### src/rtl/rcpa_pkg.sv
`timescale 1ns / 1ps
`default_nettype none

package rcpa_pkg;

  localparam int ADDR_W   = 56;
  localparam int BASE_W   = 44;
  localparam int TOP_W    = 45;
  localparam int KIND_W   = 2;
  localparam int STATUS_W = 3;
  localparam int COUNT_W  = 8;
  localparam int CFG_IDX_W  = 1;
  localparam int CFG_DATA_W = 45;

  localparam logic [BASE_W-1:0] BASE_RESET = 44'd524288;
  localparam logic [TOP_W-1:0]  TOP_RESET  = 45'd557056;

  localparam logic [COUNT_W-1:0] COUNT_MAX = 8'd255;

  typedef enum logic [KIND_W-1:0] {
    KIND_ALLOC  = 2'd0,
    KIND_FREE   = 2'd1,
    KIND_ADDREF = 2'd2,
    KIND_UNUSED = 2'd3
  } kind_t;

  typedef enum logic [STATUS_W-1:0] {
    ST_OK     = 3'd0,
    ST_OOM    = 3'd1,
    ST_BAD    = 3'd2,
    ST_DOUBLE = 3'd3,
    ST_HELD   = 3'd4,
    ST_SAT    = 3'd5
  } status_t;

  typedef enum logic [CFG_IDX_W-1:0] {
    REG_BASE_FRAME = 1'd0,
    REG_TOP_FRAME  = 1'd1
  } reg_index_t;

  // Checks on a byte address, produced by the decode stage.
  typedef struct packed {
    logic aligned;
    logic below_base;
  } dec_flags_t;

endpackage

`default_nettype wire

### src/rtl/rcpa_decode.sv
`timescale 1ns / 1ps
`default_nettype none

module rcpa_decode #(
  parameter int MAX_PAGES  = 32768,
  parameter int PAGE_BYTES = 4096
) (
  input  wire                                  clk,
  input  wire                                  en,
  input  wire  [rcpa_pkg::ADDR_W-1:0]          address,
  input  wire  [rcpa_pkg::BASE_W-1:0]          base_frame,
  input  wire  [rcpa_pkg::TOP_W-1:0]           top_frame,
  output logic [$clog2(MAX_PAGES+1)-1:0]       n_pages,
  output logic [rcpa_pkg::ADDR_W-1:0]          offset,
  output rcpa_pkg::dec_flags_t                 flags
);

  localparam int NW         = $clog2(MAX_PAGES + 1);
  localparam int PAGE_SHIFT = $clog2(PAGE_BYTES);
  localparam int AW         = rcpa_pkg::ADDR_W;

  logic [rcpa_pkg::TOP_W:0] span;
  logic [NW-1:0]            n_comb;
  logic [AW-1:0]            frame;
  logic [AW:0]              off_full;

  // Number of managed pages: top minus base, zero if empty or if top is below base, capped at the store depth.
  always_comb begin
    span = {1'b0, top_frame} - {2'b00, base_frame};
    if (span[rcpa_pkg::TOP_W] || span == '0) begin
      n_comb = '0;
    end else if (span > (rcpa_pkg::TOP_W + 1)'(MAX_PAGES)) begin
      n_comb = NW'(MAX_PAGES);
    end else begin
      n_comb = span[NW-1:0];
    end
  end

  // PAGE_BYTES is a power of two, so the frame is a plain shift.
  assign frame    = address >> PAGE_SHIFT;
  assign off_full = {1'b0, frame} - {{(AW + 1 - rcpa_pkg::BASE_W){1'b0}}, base_frame};

  always_ff @(posedge clk) begin
    if (en) begin
      n_pages          <= n_comb;
      offset           <= off_full[AW-1:0];
      flags.aligned    <= (address[PAGE_SHIFT-1:0] == '0);
      flags.below_base <= off_full[AW];
    end
  end

endmodule

`default_nettype wire

### config.mk
export PLATFORM = sky130hd
export DESIGN_NAME = rcpa_decode
export DESIGN_NICKNAME = d
export VERILOG_FILES = /design/src/rtl/rcpa_pkg.sv /design/src/rtl/rcpa_decode.sv
export SDC_FILE = /design/constraint.sdc
export NUM_CORES = 1
export LEC_CHECK = 0
export ABC_AREA = 1
export BUFFER_PORTS_ARGS = -buffer_cell sky130_fd_sc_hd__buf_2
export CORE_ASPECT_RATIO = 0.75
export CORE_UTILIZATION = 56
export DETAILED_ROUTE_END_ITERATION = 10
export PLACE_DENSITY = 0.83
export SLEW_MARGIN = 20
export SYNTH_ARGS = -nofsm -noshare
export SYNTH_HDL_FRONTEND = slang
export SYNTH_SLANG_ARGS = --single-unit
export TNS_END_PERCENT = 1
### constraint.sdc
create_clock -name clk -period 3.3 [get_ports clk]
set_input_delay 0.165 -clock clk [delete_from_list [all_inputs] [get_ports clk]]
set_output_delay 0.165 -clock clk [all_outputs]
set_load 0.05 [all_outputs]
# After elaboration in Yosys (flattened, before gate mapping)
# Cells that the tools add are included.
[word_totals]
output_inout_bits = 74
elab_cells = 13
reg_bits = 74
inputBits = 147
[op_classes]
n_addsub = 2
magnitude_cmp = 1
n_reduce_logical = 4
n_mux = 1
[ops]
columns = ["cell", "count"]
rows = [
  ["$gt 46x16->1 const B", 1],
  ["$logic_not 46->1", 1],
  ["$sub 45x44->46", 1],
  ["$sub 44x44->45", 1],
  ["$mux 16", 1],
  ["$logic_not 12->1", 1],
  ["$reduce_or 2->1", 1],
  ["$logic_or 1x1->1", 1],
]

# Longest topological paths before layout
# Gate-level depths: netlist of run 1.
[logic_depth]
ltp_word = 4
depth_mapped = 22
ltp_nobuf = 21

# Least setup slack after synthesis of run 1
# Ideal clock, no wire load.
[synth_timing]
path_type = "input -> register"
start = "input port top_frame[0] in the netlist's numbering"
end = "register n_pages[8], data pin"
setup_time_ns = 0.261
path_slack_ns = 0.916
t_required_ns = 3.039
path_buffers = 1
cell_stages = 17
t_arrival_ns = 2.123
path_cell_list = "inv_1 > ha_1 > inv_1 > fa_1 > nand3_1 > nand3_2 > nand2_1 > nand2_1 > xnor2_1 > nand2_1 > nor2_1 > nand2_1 > nor2_1 > nand4_1 > nand4_2 > buf_6 > nor2_2"
[synth_via]
elab_chain_cells = 4
elab_cells_between_ends = 5
cone_classes = "add/sub: 1; order compare: 1; reduce/logical: 3"
[synth_lines]
columns = ["element", "line", "source"]
rows = [
  ["start, declared", "rcpa_decode.sv:12", "input wire [rcpa_pkg::TOP_W-1:0] top_frame,"],
  ["$sub 45x44->46 (*)", "rcpa_decode.sv:29", "span = {1'b0, top_frame} - {2'b00, base_frame};"],
  ["branches (longest 3 deep; another with $gt 46x16->1)", "-", ""],
  ["end signal, assigned", "rcpa_decode.sv:45", "n_pages <= n_comb;"],
  ["end, declared", "rcpa_decode.sv:13", "output logic [$clog2(MAX_PAGES+1)-1:0] n_pages,"],
]
# Mark *: on every way between the ends.
# A chain may end at the register's enable or synchronous reset.

# Final worst setup path of run 1
[layout_timing]
start = "input port top_frame[0] in the netlist's numbering"
end = "register n_pages[4], data pin"
# Same word-level chain as after synthesis.

==> reports/summary.txt, run 1 <==
Status - complete, no violations
Critical Path Source Type - primary input
CP Class - primary input to register
HP Class - primary input to register
Power per cell area - 382.3 mW/mm^2
Die width - 148.8 um
CTS tree - built
Crit Path Max Fanout - 15
Hold Fails Final Rpt - 0
First-pass GRT wire length - 47,310 um
Post-Syn Nets - 1,738
# rows - 39
CP endpoint kind - register
Clock Tree Root - clkbuf_16
Cell breakdown of the critical path - buf_2 > inv_1 > ha_1 > inv_1 > fa_1 > nand3_1 > nand3_2 > nand2_1 > nand2_1 > xnor2_1 > nand2_1 > nor2_1 > nand2_1 > nor2_1 > nand4_1 > nand4_2 > buf_4 > nor2_1
Hold Buf Count CTS - 0
Synth warn - 0
Rel. slew slack - 0.5660
DRC - 0
Cells after Synth - 1,501
RSZ-0062 raised after global routing - false
Synth Cell Area - 0.009050 mm^2
Routed wire length - 30,810 um
Finished Layout Cells - 1,936
Vias - 10,600
Synth area leaders - edfxtp_1 (21%), nand2_1 (20%), inv_1 (13%), ha_1 (12%), nor2_1 (5.9%)
Fillcell total - 1,418
IO Port Bufs - 220
DR WL/cell - 15.91 um
Post-Syn Area per Cell - 6.029 um^2
Worst vdd ir - 245.0 uV
Register area share after synthesis - 0.2057
Crit path largest cell delay - 0.46 ns
Detailed placer's ending HPWL - 26,110 um
Post-synth cell types - 37
Largest buffer count on any clock path - 2
All-Layer GR Usage - 0.3670
DIE AREA - 0.01668 mm^2
CP max-delay cell - fa_1
Routed Antenna Nets - 0
Io pins - 221
Final Max Slew Viols - 0
GPL Wtd Cong - 1.044
Core area - 0.01552 mm^2
Synth Register Bits - 62
GR Overflow Total - 0
DP Cell Count - 1,917
Area growth syn-to-layout - 17.53%
Final setup violation count - 0
Initial DRT Pass Iterations - 6
Least-Margin Pin Slew - 0.6510 ns
Worst EP required - 3.39 ns
Vias in the first global route - 9,434
Initial Utilization - 0.5832
TNS Setup - 0 ns
CTS Sinks - 62
Pleak - 5.964 nW
CTS Buf Count - 9
Share of the synthesized area in the top cell type - 0.2057
Final Cycle Share - 0.8269
Layout cells sized above 1 - 0.1690
First DRT Iteration DRCs - 1,203
Htree depth - 3
Min Clock Period, post-route - 2.729 ns
Layout Nets - 1,960
# Max-Cap Violations - 0
Initial antenna violation count - 3
Post-CTS setup buffers - 0
Post-synth top area cell - edfxtp_1
CTS-repair resized insts - 0
Vias per cell - 5.476
Crit path top cell by count - nand2_1
Worst path arrival time - 2.82 ns
Die Y - 112.1 um
Clk pin slew, worst setup/hold paths - 0.07 ns
Max Clk Rate - 366.5 MHz
Largest net degree at the start of global routing - 49
kinds of logic (layout without fill, tap and decap cells):
logic type               Yosys count  after routing  share of synthesized area
flip-flops                        62             62                     0.2057
XOR/XNOR                          49             49                    0.04742
AO/OA/AOI/OAI                    184            184                     0.1135
adder cells (fa/ha/maj)           90             90                     0.1261
other                              0              3                          0
AND/OR/NAND/NOR                  779            779                     0.3617
buffers and inverters            337            564                     0.1456
power breakdown:
| part | internal [mW] | switching (mW) | leakage [nW] |
|---|---|---|---|
| clock network | 0.582 | 0.383 | 0.134 |
| registers | 1.01 | 0.0290 | 0.602 |
| logic | 0.596 | 1.47 | 5.23 |
| total | 2.19 | 1.88 | 5.96 |
cell type report:
| type | count | area (um^2) | share of cell area |
|---|---|---|---|
| clock buffers | 10 | 229.0 | 0.02153 |
| well taps | 205 | 256.5 | 0.02411 |
| clock inverters | 6 | 61.31 | 0.005764 |
| repair buffers | 224 | 1134 | 0.1066 |
| diodes | 3 | 7.507 | 0.0007058 |
| multi-input cells | 1102 | 5871 | 0.5519 |
| inverters | 324 | 1216 | 0.1143 |
| flip-flops and latches | 62 | 1862 | 0.1750 |
final timing paths:
check / from / end / slack, ns / cells after the start
hold / removal: base_frame[0] / offset[0]$_DFFE_PP_ / 0.23 / 3
setup / recovery: top_frame[0] / n_pages[4]$_SDFFCE_PP0P_ / 0.57 / 18
registers in the layout, summed over array words and instances (netlist names):
name and flops:
n_pages 16, offset 45, flags 1
cell usage in the layout (no fill, tap or decap), types with 21 or more instances in the layout:
cell type and n:
xor2_1 28, nand3_1 58, buf_2 219, ha_1 88
a31oi_1 21, o21ai_0 41, inv_1 310, nand2_1 480
nand4_1 23, xnor2_1 21, edfxtp_1 62, a21oi_1 92
nor2_2 30, nor2_1 143
per-stage QoR:
stage / area, um^2 / worst slack, ns / hold slack (ns) / utilization / power [mW]
after global routing: 10640 / 0.3455 / 0.2441 / 0.6855 / 4.268
after floorplan: 9050 / 0.9156 / 0.2775 / - / 2.525
after CTS: 10630 / 0.6289 / 0.2172 / 0.6848 / 4.023
after detailed placement: 10340 / 0.2599 / 0.5758 / 0.6661 / 3.056
after global placement: 10340 / 0.3655 / 0.5756 / 0.6661 / 3.037
final: 10640 / 0.5712 / 0.2269 / 0.6855 / 4.067
routing by layer:
layer | routed length [um] | up-vias | part of all wire | global-route usage
met4 | 517 | 0 | 0.017 | 0.09048
met3 | 3402 | 45 | 0.11 | 0.05569
met2 | 12930 | 616 | 0.42 | 0.5614
met1 | 13960 | 4760 | 0.45 | 0.5391
met5 | 0 | - | 0 | 0
li1 | - | 5181 | - | -
Yosys cell counts, drive strengths merged:
cell type / n
fa: 2
o221ai: 1
o21a: 6
nor4: 9
xor2: 28
and3: 2
and2: 2
nand2: 484
clkinv: 1
edfxtp: 62
a21o: 2
a21boi: 4
o31ai: 2
nor2: 174
ha: 88
nand4: 24
inv: 323
a31oi: 21
o21ai: 41
xnor2: 21
a21oi: 93
a221o: 1
buf: 13
nand3: 62
nand3b: 11
nor3: 11
o211ai: 4
o21bai: 9
critical path, delay by kind of cell:
kind	cells	cell delay, ns
simple gates	11	1.18
fa+ha+maj	2	0.59
buf+inv	4	0.47
xor+xnor	1	0.40
Power figures use the tool's default switching activity.
==> run 2: changes to the inputs <==
Settings changed: CORE_UTILIZATION 56 to 51, PLACE_DENSITY 0.83 to 0.8.
Clock period 3.3 ns to 2.4 ns, I/O delays scaled along.
==> run 2 against run 1 <==
The run now ends with setup timing left. First-iteration DRC count fell by 6.2%. Final cell count rose by 13%. Global-route usage fell by 1.3 points. Worst hold slack got worse by 0.017 ns. Flip-flop and latch count did not move. Worst setup slack got worse by 0.63 ns. Sequential power rose by 37%. Count of clock-buffer cells in the layout fell by 1. Sequential share of layout area fell by 3.2 points. Critical path depth rose by 2. Critical path type unchanged.
==> reports/summary.txt, run 2 (synthesized netlist as in run 1, its figures left out) <==
CTS tree - built
Rel. slew slack - 0.5249 (-0.04109)
Largest net degree at the start of global routing - 40 (-18%)
Min Clock Period, post-route - 2.456 ns
Final setup margin - -0.05557 ns (-0.6268 ns)
DIE AREA - 0.01829 mm^2 (+9.6%)
Switching pwr - 2.837 mW (+51%)
Detailed placer's ending HPWL - 28,170 um (+7.9%)
Sequential share of power - 0.228 (-0.027)
Layout Nets - 2,177 (+11%)
Final setup violation count - 15 (+15)
Most frequent cells in the layout - nand2_1 (444), inv_1 (302), buf_2 (220)
Final Max Slew Viols - 0 (unchanged)
Io pins - 221 (unchanged)
# rows - 41 (+5.1%)
Finished Layout Cells - 2,181 (+13%)
HP Class - primary input to register
Vias - 11,490 (+8.4%)
IO Port Bufs - 220 (unchanged)
Area growth syn-to-layout - 43.70%
TNS Setup - -0.6249 ns (-0.6249 ns)
Status - complete, but fails checks
Clock Tree Root - clkbuf_16
Worst vdd ir - 415.7 uV (+70%)
Crit path top cell by count - nand2_1
First DRT Iteration DRCs - 1,129 (-6.2%)
Die Y - 117.4 um (+4.7%)
Largest buffer count on any clock path - 2 (unchanged)
Max Clk Rate - 407.2 MHz
Pint - 3.406 mW (+56%)
First-pass GRT wire length - 50,630 um (+7.0%)
Least-Margin Pin Slew - 0.7126 ns (+0.06163 ns)
Fillcell total - 1,374 (-3.1%)
Clock share of power - 0.200 (-0.037)
Largest Register - offset
Clk pin slew, worst setup/hold paths - 0.06 ns (about the same)
Top Registers - offset: 45 flops, n_pages: 16 flops, flags: 1 flops
Routed Antenna Nets - 0 (unchanged)
Max FFs per register - 45 (unchanged)
DP Cell Count - 2,160 (+13%)
Commonest non-fill, non-tap cell in the layout - nand2_1
Routed wire length - 34,630 um (+12%)
CTS Buf Count - 9 (unchanged)
Pleak - 7.092 nW (+19%)
Antenna diode count - 0 (-3)
Final Util - 0.7613 (+0.07584)
Vias per cell - 5.270 (-3.8%)
Comb pwr share - 0.572 (+0.064)
Critical Path Source Type - primary input
Crit path largest cell delay - 0.30 ns (-0.16 ns)
Total power - 6.242 mW (+54%)
CP max-delay cell - ha_4
CP Class - primary input to register
Layout cells sized above 1 - 0.3234 (+0.1544)
Hold Buf Count CTS - 0 (unchanged)
Crit Path Max Fanout - 7 (-8)
Worst path arrival time - 2.56 ns (-0.26 ns)
CP delay by family, top - simple AND/OR/NAND/NOR gates
GPL Wtd Cong - 1.044 (about the same)
Crit path buffers/inverters - 4 (unchanged)
# Max-Cap Violations - 0 (unchanged)
Net Sw Frac - 0.4544 (-0.008165)
Htree depth - 3 (unchanged)
RSZ-0062 raised after global routing - true
Hold Fails Final Rpt - 0 (unchanged)
Failing checks - setup timing
Vias in the first global route - 10,320 (+9.4%)
CTS Sinks - 62 (unchanged)
Initial Utilization - 0.5298 (-0.05344)
Final Cycle Share - 1.023
GR Overflow Total - 0 (unchanged)
CP endpoint kind - register
Initial DRT Pass Iterations - 6 (unchanged)
Die width - 155.8 um (+4.7%)
DR WL/cell - 15.88 um (-0.23%)
DRC - 0 (unchanged)
Cell breakdown of the critical path - buf_2 > inv_1 > ha_4 > buf_4 > nand2_1 > nor2_2 > nand2_2 > nand3_4 > nand2_1 > nand2_1 > nand2_1 > nand2_2 > nand2_1 > nor2_1 > nand2_1 > nor2_1 > nand4_1 > nand4_4 > clkbuf_16 > nor2_1
Worst EP required - 2.51 ns (-0.88 ns)
All-Layer GR Usage - 0.3539 (-0.01307)
Initial antenna violation count - 0 (-3)
Core area - 0.01708 mm^2 (+10%)
Power per cell area - 480.0 mW/mm^2 (+26%)
==> run 2: power by group through the flow <==
stage | Sequential (mW) | Combinational [mW] | Clock [mW]
final | 1.42 | 3.57 | 1.25
after detailed placement | 1.45 | 3.25 | 0
after floorplan | 1.97 | 1.50 | 0
after global placement | 1.44 | 3.21 | 0
after CTS | 1.42 | 3.28 | 1.25
after global routing | 1.44 | 3.83 | 1.29
==> run 2: final timing paths <==
check                                      end           from  cells past startpoint
worst max-delay path  n_pages[5]$_SDFFCE_PP0P_  base_frame[2]                     20
worst min-delay path        flags[1]$_DFFE_PP_    address[10]                      3
==> run 2: final cells by class <==
cell class,count,area [um^2],area share
Sequential cell,62,1862,0.1432
Clock inverter,7,47.55,0.003656
Timing Repair Buffer,441,2803,0.2155
Multi-Input combinational cell,1102,6556,0.5041
Clock buffer,9,225.2,0.01732
Tap cell,236,295.3,0.02271
Inverter,324,1216,0.09352
==> run 2: metal layers <==
metal | part of all wire | up-vias | global-route usage
met1 | 0.43 | 5197 | 0.5043
li1 | - | 5619 | -
met4 | 0.024 | 0 | 0.09743
met3 | 0.098 | 65 | 0.06135
met2 | 0.44 | 612 | 0.5449
met5 | 0 | - | 0
==> run 2: repair_timing <==
item	4_1_cts	5_1_grt
endpoints found under the setup margin	15	18
pin swaps	1	21
endpoints found under the hold margin	0	0
setup buffers	0	4
gates cloned	0	1
resized for setup	6	141
==> run 2: per-stage QoR <==
step                      worst slack, ns  cell area [um^2]  hold slack [ns]
after floorplan                   0.06062              9050           0.2325
after global placement            -0.3330             11990           0.5248
after detailed placement          -0.4483             11990           0.5484
after CTS                        0.001172             12290           0.2011
after global routing              -0.2076             13010           0.2209
final                            -0.05557             13010           0.2098
==> run 2: worst min-delay path, stage by stage <==
cell	delay, ns
buf_2	0.08
nor4_1	0.03
and3_1	0.15
